===== src/design/nnis_pkg.sv =====
// shared constants and types for the nearest neighbor image scaler
package nnis_pkg;

    localparam int DEF_MAX_DST_WIDTH  = 512;
    localparam int DEF_MAX_DST_HEIGHT = 512;

    localparam int SRC_W   = 10;
    localparam int SCALE_W = 12;
    localparam int CC_W    = 2;
    localparam int SZ_W    = 14;
    localparam int LD_W    = 9;
    localparam int UP_W    = 5;
    localparam int DN_W    = 4;
    localparam int PIX_W   = 24;
    localparam int CH_W    = 8;
    localparam int POS_W   = 9;
    localparam int CFG_IDX_W = 4;

    localparam logic [SRC_W-1:0] SRC_MAX = SRC_W'(512);

    localparam logic [CFG_IDX_W-1:0] CFG_SRC_WIDTH     = CFG_IDX_W'(0);
    localparam logic [CFG_IDX_W-1:0] CFG_SRC_HEIGHT    = CFG_IDX_W'(1);
    localparam logic [CFG_IDX_W-1:0] CFG_SCALE_Q8      = CFG_IDX_W'(2);
    localparam logic [CFG_IDX_W-1:0] CFG_CHANNEL_COUNT = CFG_IDX_W'(3);

    typedef struct packed {
        logic [SRC_W-1:0]   sw;
        logic [SRC_W-1:0]   sh;
        logic [SZ_W-1:0]    dw;
        logic [SZ_W-1:0]    dh;
        logic [SCALE_W-1:0] scale;
        logic [UP_W-1:0]    up;
        logic [DN_W-1:0]    dn;
        logic [CC_W-1:0]    cc;
    } t_geom;

endpackage


===== src/design/nnis_if.sv =====


interface nnis_cfg_if;
    logic        valid;
    logic        ready;
    logic [3:0]  index;
    logic [11:0] data;
    modport source (output valid, index, data, input ready);
    modport sink   (input valid, index, data, output ready);
endinterface


===== src/design/nnis_cfg.sv =====
// configuration registers and derived target geometry
module nnis_cfg #(
    parameter int MAX_DST_WIDTH  = nnis_pkg::DEF_MAX_DST_WIDTH,
    parameter int MAX_DST_HEIGHT = nnis_pkg::DEF_MAX_DST_HEIGHT
) (
    input  logic            i_clk,
    input  logic            i_rst_n,
    nnis_cfg_if.sink        i_cfg,
    output nnis_pkg::t_geom o_geom
);
    import nnis_pkg::*;

    logic [SRC_W-1:0]   r_src_width;
    logic [SRC_W-1:0]   r_src_height;
    logic [SCALE_W-1:0] r_scale_q8;
    logic [CC_W-1:0]    r_channel_count;
    logic [SRC_W-1:0]   w_sw;
    logic [SRC_W-1:0]   w_sh;
    logic [21:0]        w_prod_w;
    logic [21:0]        w_prod_h;
    logic [SZ_W-1:0]    w_dw_raw;
    logic [SZ_W-1:0]    w_dh_raw;

    assign i_cfg.ready = 1'b1;

    always_ff @(posedge i_clk) begin
        if (!i_rst_n) begin
            r_src_width     <= SRC_W'(1);
            r_src_height    <= SRC_W'(1);
            r_scale_q8      <= SCALE_W'(256);
            r_channel_count <= CC_W'(1);
        end else if (i_cfg.valid) begin
            unique case (i_cfg.index)
                CFG_SRC_WIDTH:     r_src_width     <= i_cfg.data[SRC_W-1:0];
                CFG_SRC_HEIGHT:    r_src_height    <= i_cfg.data[SRC_W-1:0];
                CFG_SCALE_Q8:      r_scale_q8      <= i_cfg.data[SCALE_W-1:0];
                CFG_CHANNEL_COUNT: r_channel_count <= i_cfg.data[CC_W-1:0];
                default: ;
            endcase
        end
    end

    // zero counts as one, anything above the source limit is clipped
    assign w_sw = (r_src_width == '0) ? SRC_W'(1) :
                  (r_src_width > SRC_MAX) ? SRC_MAX : r_src_width;
    assign w_sh = (r_src_height == '0) ? SRC_W'(1) :
                  (r_src_height > SRC_MAX) ? SRC_MAX : r_src_height;

    assign w_prod_w = 22'(w_sw) * 22'(r_scale_q8);
    assign w_prod_h = 22'(w_sh) * 22'(r_scale_q8);
    assign w_dw_raw = w_prod_w[21:8];
    assign w_dh_raw = w_prod_h[21:8];

    always_comb begin
        o_geom.sw    = w_sw;
        o_geom.sh    = w_sh;
        o_geom.dw    = (w_dw_raw > SZ_W'(MAX_DST_WIDTH))  ? SZ_W'(MAX_DST_WIDTH)  : w_dw_raw;
        o_geom.dh    = (w_dh_raw > SZ_W'(MAX_DST_HEIGHT)) ? SZ_W'(MAX_DST_HEIGHT) : w_dh_raw;
        o_geom.scale = r_scale_q8;
        o_geom.up    = UP_W'((13'(r_scale_q8) + 13'd255) >> 8);
        o_geom.dn    = r_scale_q8[11:8];
        o_geom.cc    = (r_channel_count == '0) ? CC_W'(1) : r_channel_count;
    end

endmodule


===== src/flat_wrapper.sv =====
// flat-port wrapper written by rule: the top's interface ports become plain ports
module nnis_cfg_flat import nnis_pkg::*;
#(
    parameter int MAX_DST_WIDTH  = nnis_pkg::DEF_MAX_DST_WIDTH,
    parameter int MAX_DST_HEIGHT = nnis_pkg::DEF_MAX_DST_HEIGHT
)
  (i_clk, i_rst_n, o_geom, i_cfg_valid, i_cfg_index, i_cfg_data, i_cfg_ready);
  nnis_cfg_if i_cfg_i ();
  input  logic i_clk;
  input  logic i_rst_n;
  output nnis_pkg::t_geom o_geom;
  input wire logic [$bits(i_cfg_i.valid)-1:0] i_cfg_valid;
  input wire logic [$bits(i_cfg_i.index)-1:0] i_cfg_index;
  input wire logic [$bits(i_cfg_i.data)-1:0] i_cfg_data;
  output wire logic [$bits(i_cfg_i.ready)-1:0] i_cfg_ready;
  assign i_cfg_i.valid = i_cfg_valid;
  assign i_cfg_i.index = i_cfg_index;
  assign i_cfg_i.data = i_cfg_data;
  assign i_cfg_ready = i_cfg_i.ready;
  nnis_cfg #(.MAX_DST_WIDTH(MAX_DST_WIDTH), .MAX_DST_HEIGHT(MAX_DST_HEIGHT)) u_core (.i_clk(i_clk), .i_rst_n(i_rst_n), .i_cfg(i_cfg_i), .o_geom(o_geom));
endmodule

===== config.mk =====
export PLATFORM = sky130hd
export DESIGN_NAME = nnis_cfg_flat
export DESIGN_NICKNAME = d
export VERILOG_FILES = /design/src/design/nnis_pkg.sv /design/src/design/nnis_if.sv /design/src/design/nnis_cfg.sv /design/src/flat_wrapper.sv
export SDC_FILE = /design/constraint.sdc
export NUM_CORES = 1
export LEC_CHECK = 0
export ABC_AREA = 0
export BUFFER_PORTS_ARGS = -buffer_cell sky130_fd_sc_hd__clkbuf_2
export CAP_MARGIN = 30
export CORE_MARGIN = 2
export CORE_UTILIZATION = 27
export CTS_CLUSTER_SIZE = 40
export DETAILED_ROUTE_END_ITERATION = 8
export PLACE_DENSITY = 0.4
export SYNTH_ARGS = -nofsm -noshare
export SYNTH_HDL_FRONTEND = slang
export SYNTH_SLANG_ARGS = --single-unit

===== constraint.sdc =====
create_clock -name i_clk -period 12.2 [get_ports i_clk]
set_input_delay 1.22 -clock i_clk [delete_from_list [all_inputs] [get_ports i_clk]]
set_output_delay 1.22 -clock i_clk [all_outputs]
set_load 0.005 [all_outputs]

==> results by stage, run 1 <==
Floorplan:
- The die height is 193 um.
- The overall die area is 37400 um^2.
- The placeable core region is 35500 um^2.
- The width of the die is 193 um.
- 91 I/O pins were placed.
- After floorplanning, the core was divided into 69 placement rows.
- Once the floorplan was initialized, standard cells occupied 27.3% of the core.

Clock network:
- The tree is rooted in a clkbuf_16.
- The CTS tree is done.
- The later pin in the worst-skew pair is clocked with a latency of 280 ps.
- The buffer count from post-CTS setup fixing is 0.
- The clock drives 34 sinks.
- The largest buffer count on any clock path is 2.
- The maximum level of the CTS H-tree is 2.
- Hold repair after CTS inserted 0 buffers.
- Clock-pin slew was measured on the worst setup and hold paths at 60 ps.
- The number of cells upsized or downsized after cts is 0.
- TritonCTS created 5 clock buffers.

Timing:
- The pin slew with the least headroom to its limit is 986 ps.
- The sum of negative setup slack is 0 ps.
- The clock period could shrink to 8310 ps.
- Setup repair after global routing left no endpoint under its margin.
- The peak clock frequency supported by timing is 120 MHz.
- The worst setup margin is 3890 ps.
- The relative slew slack is 34.2%.
- The final count of pins violating max slew is 0.
- Dividing the final minimum period by the clock period gives 68.1%.
- The number of failing hold endpoints at the final stage is 0.
- The number of endpoints failing setup at the final stage is 0.
- The setup clock skew after layout is 0 ps.

Logic synthesis:
- The number of register bits inferred by synthesis is 34.
- By area the synthesized netlist is led by fa_1, ha_1, and2_1.
- The async set or reset register ratio after synthesis is 0%.
- The cell area that synthesis handed to floorplanning was 9690 um^2.
- The register area share after synthesis is 7.02%.
- The number of synthesis warnings is 0.
- The share of Yosys cell area claimed by the top area cell type is 31.4%.
- Sorting the synthesized cells by how often they occur yields nand2_1, inv_1, fa_1.
- The count of distinct cell types in the synthesized netlist is 70.
- The average cell area after synthesis is 8.51 um^2.
- The post-synthesis cell type with the largest combined area is fa_1.
- The synthesized design contains 0 enable-type register cells.
- In the synthesized netlist, the number of instances is 1139.
- In the post-synthesis netlist, the cell with the most instances is nand2_1.
- The most used flip-flop cell after synthesis is dfxtp_1.

Pwr:
- For this design the static power due to leakage is 5.77 nW.
- Power spread over the standard cell area amounts to 26.8 nW/um^2.
- The design draws 0.000288 W.
- The worst-case IR drop observed on VDD is 0.0479 mV.

Drt:
- Detailed routing inserted a total of 7663 vias.
- The wire length after detailed routing is 26300 um.
- The number of design-rule violations left by the first detailed-router iteration is 301.
- Before antenna repair, the detailed router went through 4 iterations.
- The DRC violation count after routing is 0.
- The number of nets with antenna violations after routing is 0.
- After detailed routing, the average wire length per cell comes to 15.9 um.
- The detail-routed via count per cell is 4.64.

Critical path:
- STA classifies the critical path startpoint as a register.
- The largest stage delay on the critical path is 890 ps.
- In this run the number of cells on the critical path is 22.
- The largest fanout on the critical path is 23.
- The number of cells on the worst reg-to-reg path is 3.
- Broken down by cell family, the worst path's largest delay share belongs to adder cells.
- Walking the worst path, the cells encountered are nor2b_1 > nand2_1 > fa_1 > inv_1 > fa_1 > inv_1 > fa_1 > inv_1 > fa_1 > inv_1 > fa_1 > inv_1 > ha_1 > nand2_1 > nor2_1 > nand3_1 > o211ai_1 > o221ai_1 > xnor2_1 > nand3_1 > nor4_1 > clkbuf_2.
- The data arrival time of the worst path is 7090 ps.
- The launch point of the critical path is u_core.r_src_width[9]$_SDFFE_PN0P_.
- The data required time at the worst endpoint is 10980 ps.
- The startpoint identified for the worst register-to-register timing path is u_core.r_scale_q8[4]$_SDFFE_PN0P_.
- The critical path's slowest cell is nor2b_1.
- The element type at the critical path end is a primary output.
- The startpoint-to-endpoint class of the critical path is register to primary output.
- The number of buffers and inverters on the critical path is 6.

GRT:
- The maximum number of pins on one net before global-route repair is 35.
- The number of antenna violations at the first check in global routing is 0.
- The first global-routing pass estimated 44300 um of wire.
- After global routing the overflow that remains totals 0.
- The number of global-route vias before repair is 8036.
- The aggregate global-route resource usage is 14.5%.

Layout:
- The final layout contains 1473 nets.
- The filler cells instantiated in the layout total 3813.
- The post-layout instance area is 10800 um^2.
- The antenna cell count is 0.
- The non-filler instance count after layout is 1652.
- Compared with the post-synthesis result, the final layout area differs by 11.0%.
- The share of post-route cells with drive strength above 1 is 11.6%.

Placement:
- The number of placed instances, taps included, is 1644.
- Before CTS, the worst setup slack after placement is 4130 ps.
- The wire-length estimate of the detail-placed layout is 21200 um.
- The cell area after placement is 10600 um^2.
- The placer congestion estimate is 0.773.
- The total of buffers placed on input and output ports is 81.

Worst hold path:
- The startpoint identified for the worst hold timing path is u_core.r_channel_count[0]$_SDFFE_PN1P_.
- In this run the worst hold path is classified as register to register.
- The worst hold path was traced through 2 stages.

Job:
- The max-capacitance violation count is 0.

Run status:
- The run finished with clean final reports.
## worst min-delay path, delay by kind of cell, from the launching register on
kind / cells / cell delay (ps)
and+or+nand+nor: 1 / 60
muxes: 1 / 70
DFF: 1 / 330
## final cells by class
type	instances	area (um^2)	share of cell area, %
Timing Repair Buffer	110	631	5.86
Clock inverter	2	12.5	0.116
Inverter	156	586	5.44
Sequential cell	34	681	6.33
Clock buffer	6	139	1.29
Tap cell	461	577	5.36
Multi-Input combinational cell	883	8130	75.6
## logic make-up after synthesis
kind of cell               count (synthesis)  synth area share [%]
and+or+nand+nor                          430                  23.2
muxes                                     34                  3.52
AOI/OAI and AO/OA                        116                  8.20
adders and majority gates                264                  45.8
buffers and inverters                    229                  9.46
other                                      2                0.0775
xor gates and xnor gates                  30                  2.71
DFF                                       34                  7.02
## path summary, 6_finish.rpt
path	endpoint	slack, ps
worst max-delay path	o_geom[37]	3890
worst min-delay path	u_core.r_channel_count[0]$_SDFFE_PN1P_	490
worst max register to register	u_core.r_scale_q8[4]$_SDFFE_PN0P_	10780
worst min register to register	u_core.r_channel_count[0]$_SDFFE_PN1P_	490
## through the flow
stage / hold WS [ps] / util, %
3_3_place_gp: 475 / 29.7
6_report: 491 / 30.3
3_5_place_dp: 472 / 29.9
2_1_floorplan: 436 / -
4_1_cts: 487 / 30.3
5_1_grt: 522 / 30.3
## placed cells by master, fill, tap and decap left out, types with 7 or more instances in the layout
cell type / count
mux2i_1: 33
nor4_1: 8
xor2_1: 13
dfxtp_1: 34
a21o_1: 7
nand2_1: 162
conb_1: 9
a21oi_1: 37
clkbuf_2: 81
o21ai_0: 19
nor2b_1: 55
nor3_1: 8
xnor2_1: 17
nor2_1: 35
and2_1: 119
nand3_1: 9
buf_4: 27
ha_1: 112
fa_1: 152
inv_1: 156
## report_power, final
group | internal, W | switching (W) | leakage (nW) | total [W]
sequential | 0.000113 | 0.00000281 | 0.275 | 0.000115
clock | 0.0000808 | 0.0000477 | 0.0729 | 0.000128
combinational | 0.0000174 | 0.0000269 | 5.42 | 0.0000443
## sequential cells by signal, summed over array words and instances, names as in the netlist
signal / flops
u_core.r_channel_count: 2
u_core.r_scale_q8: 12
u_core.r_src_height: 10
u_core.r_src_width: 10
## layer usage
metal	up-vias	routed length [um]	track usage, %
li1	3700	-	-
met1	3844	13200	21.3
met2	113	12400	24.3
met3	6	684	1.10
met4	0	62	0.905
met5	-	0	0
Note: power is estimated with default switching activity, not from simulation.
==> run 2: changes to the inputs <==
--- a/config.mk
+++ b/config.mk
@@ -12,7 +12,7 @@
 export CORE_UTILIZATION = 27
 export CTS_CLUSTER_SIZE = 40
 export DETAILED_ROUTE_END_ITERATION = 8
-export PLACE_DENSITY = 0.4
+export PLACE_DENSITY = 0.41
 export SYNTH_ARGS = -nofsm -noshare
 export SYNTH_HDL_FRONTEND = slang
 export SYNTH_SLANG_ARGS = --single-unit
==> constraint.sdc (replaced) <==
create_clock -name i_clk -period 6.65 [get_ports i_clk]
set_input_delay 0.665 -clock i_clk [delete_from_list [all_inputs] [get_ports i_clk]]
set_output_delay 0.665 -clock i_clk [all_outputs]
set_load 0.005 [all_outputs]
==> run 2 against run 1 <==
Net effect: the flow now finishes with violations (setup timing); core utilization up 4.7 points; cell count grew 6.5%; global-route usage increased by 0.74 points; sequential power increased by 83%; first-iteration DRC count rose by 2.0%; via count rose by 4.6%; combinational power up 140%; sequential cell count did not move; routed wire length increased by 6.9%; power up 100%; worst setup slack worse by 4000 ps; final area is 16% higher; largest cell class unchanged; largest power group unchanged.
==> results by stage, run 2 (same netlist as run 1, synthesis figures left out) <==
Run status:
- The final reports fail on setup timing.
- The run finished, with violations left.

Pwr:
- For this design the ratio of total power to cell area is 47.5 nW/um^2.
- The largest voltage drop on the vdd net is 0.123 mV.
- The leakage power of the design is 6.47 nW.

Placement:
- The placer congestion estimate is 0.800.
- At the placement stage, the worst setup path has a slack of -109 ps.
- The number of placed instances, taps included, is 1717.
- The half-perimeter wire length after placement is 22700 um.
- Buffers placed on the I/O ports in this run total 81.

Drt:
- The post-detailed-route wirelength per cell is 16.0 um.
- The wire length after detailed routing is 28100 um.
- The first-pass iteration count of the detailed router is 4.
- The number of nets with antenna violations after routing is 0.
- The DRC violation count after routing is 0.
- In the routed layout, each cell is associated on average with a via count of 4.56.
- The detailed router finished its first iteration with 307 violations.
- The total number of vias is 8016.

Floorplan:
- For this configuration, the core starts out at a cell density of 27.3%.
- During I/O placement, the number of pins put on the boundary was 91.
- The die height is 193 um.
- The die covers 37400 um^2.
- The placeable core region is 35500 um^2.
- The die is 193 um wide.
- After floorplanning, the core was divided into 69 placement rows.

Critical path:
- The critical path's slowest cell is fa_1.
- The data required time at the worst endpoint is 5980 ps.
- The largest stage delay on the critical path is 520 ps.
- The startpoint-to-endpoint class of the critical path is register to primary output.
- The critical path contains buffers and inverters numbering 7 combined.
- The nature of the critical path startpoint is a register.
- Of all nets on the critical path, the largest fanout is 6.
- Data on the critical path arrives at its endpoint at 6070 ps.
- Counting stages on the worst path, the most repeated cell is fa_1.
- The critical path's top delay family is adder cells.
- The element type at the critical path end is a primary output.

Timing:
- Measured against its own limit, the worst slew margin works out to 49.3%.
- The smallest clock period supported by the final layout is computed as 6730 ps.
- Across all setup checks in the final design, the least slack found is -81.3 ps.
- At the pin with the least slew margin, the transition time is 753 ps.
- On the final layout, the worst clock skew is 0 ps.
- For this run, the top clock speed supported by timing is 149 MHz.
- The worst path uses 101% of the clock period.
- Setup repair after global routing could not meet its margin everywhere.
- The final hold slack is 471 ps.
- Setup violations remaining at the end of the flow were counted as 4.
- The number of failing hold endpoints at the final stage is 0.
- The final count of pins violating max slew is 0.

Clock network:
- The number of hold buffers added after CTS is 0.
- The clock passes through at most 2 buffers.
- Clock tree synthesis found a total of 34 sinks.
- The later-pin clock latency in the skew report is 280 ps.
- Clock-pin slew was measured on the worst setup and hold paths at 60 ps.
- The number of clock buffers added by TritonCTS is 5.
- The H-tree was split into 2 levels.
- The CTS tree is done.
- The root cell of the clock tree is clkbuf_16.

GRT:
- The number of antenna violations at the first check in global routing is 0.
- The first global-routing pass estimated 46500 um of wire.
- Entering global routing, the biggest net connects 35 pins.
- The aggregate global routing overflow is 0.
- Global routing used 15.2% of the available tracks.
- The number of global-route vias before repair came to 8501.

Job:
- Max-cap violations in this run came to 0.

Layout:
- After the flow finishes, the layout carries non-filler instances totaling 1759.
- The final net count is 1581.
- In the layout the commonest cells are nand2_1, fa_1, inv_1.
- In the final layout, the registers with the most flip-flops are u_core.r_scale_q8 (12), u_core.r_src_height (10), u_core.r_src_width (10).
- The layout-stage area growth over the synthesis result is 28.3%.
- The register with the most flip-flops in the layout has 12 of them.
- The post-route netlist has 27.7% of its cells at a drive strength greater than 1.
- The antenna cell count is 0.
- u_core.r_scale_q8 holds more flip-flops than any other register.

Worst hold path:
- The path category of the worst min-delay check is register to register.
-- run 2: cell count changes in the layout (fill, tap and decap cells not counted), moves of 11 or more --
cell	delta
a21oi_1	-18
a21oi_4	+12
buf_4	+94
dfxtp_1	-12
dfxtp_2	+11
ha_1	-17
ha_4	+13
-- run 2: area by class of cell --
class | instances | area [um^2]
fillers | 3711 | 23000
multi-input cells | 883 | 8880
repair buffers | 218 | 1520
flip-flops and latches | 34 | 698
inverters | 156 | 586
well taps | 461 | 577
clock buffers | 6 | 139
clock inverters | 1 | 30.0
-- run 2: worst paths after layout --
check | startpoint | end | slack (ps) | cells after the start
worst min register to register | u_core.r_channel_count[0]$_SDFFE_PN1P_ | u_core.r_channel_count[0]$_SDFFE_PN1P_ | 470 | 2
worst max register to register | u_core.r_scale_q8[11]$_SDFFE_PN0P_ | u_core.r_scale_q8[11]$_SDFFE_PN0P_ | 5350 | 3
worst min-delay path | u_core.r_channel_count[0]$_SDFFE_PN1P_ | u_core.r_channel_count[0]$_SDFFE_PN1P_ | 470 | 2
worst max-delay path | u_core.r_src_width[4]$_SDFFE_PN0P_ | o_geom[38] | -80 | 26
-- run 2: metrics by stage --
step / setup TNS (ps) / util (%) / cell area [um^2] / power, W
after floorplan: 0 / - / 9720 / 0.000266
after global placement: -312 / 31.5 / 11200 / 0.000308
after detailed placement: -807 / 31.5 / 11200 / 0.000308
after CTS: 0 / 33.5 / 11900 / 0.000587
after global routing: -3760 / 35.0 / 12400 / 0.000612
final: -212 / 35.0 / 12400 / 0.000590
-- run 2: report_power, final --
group          switching [W]  internal, W
clock network      0.0000865     0.000185
logic              0.0000595    0.0000488
registers         0.00000411     0.000206
total               0.000150     0.000440
-- run 2: layer usage --
metal	routed length (um)	vias to the layer above	track usage, %	part of all wire [%]
li1	-	3909	-	-
met1	14800	3985	23.5	53
met2	12600	113	24.2	45
met3	654	9	0.941	2.3
met4	73	0	0.905	0.26
met5	0	-	0	0
-- run 2: timing repair --
item                                    in CTS  in global routing
pin swaps                                   41                 72
setup buffers                               28                  9
endpoints found under the setup margin      20                 20
resized for setup                           70                112
-- run 2: worst reg2reg max path: stages (launching register included) --
cell and delay (ps):
dfxtp_1 650, buf_4 360, mux2i_1 120, nor2b_1 110
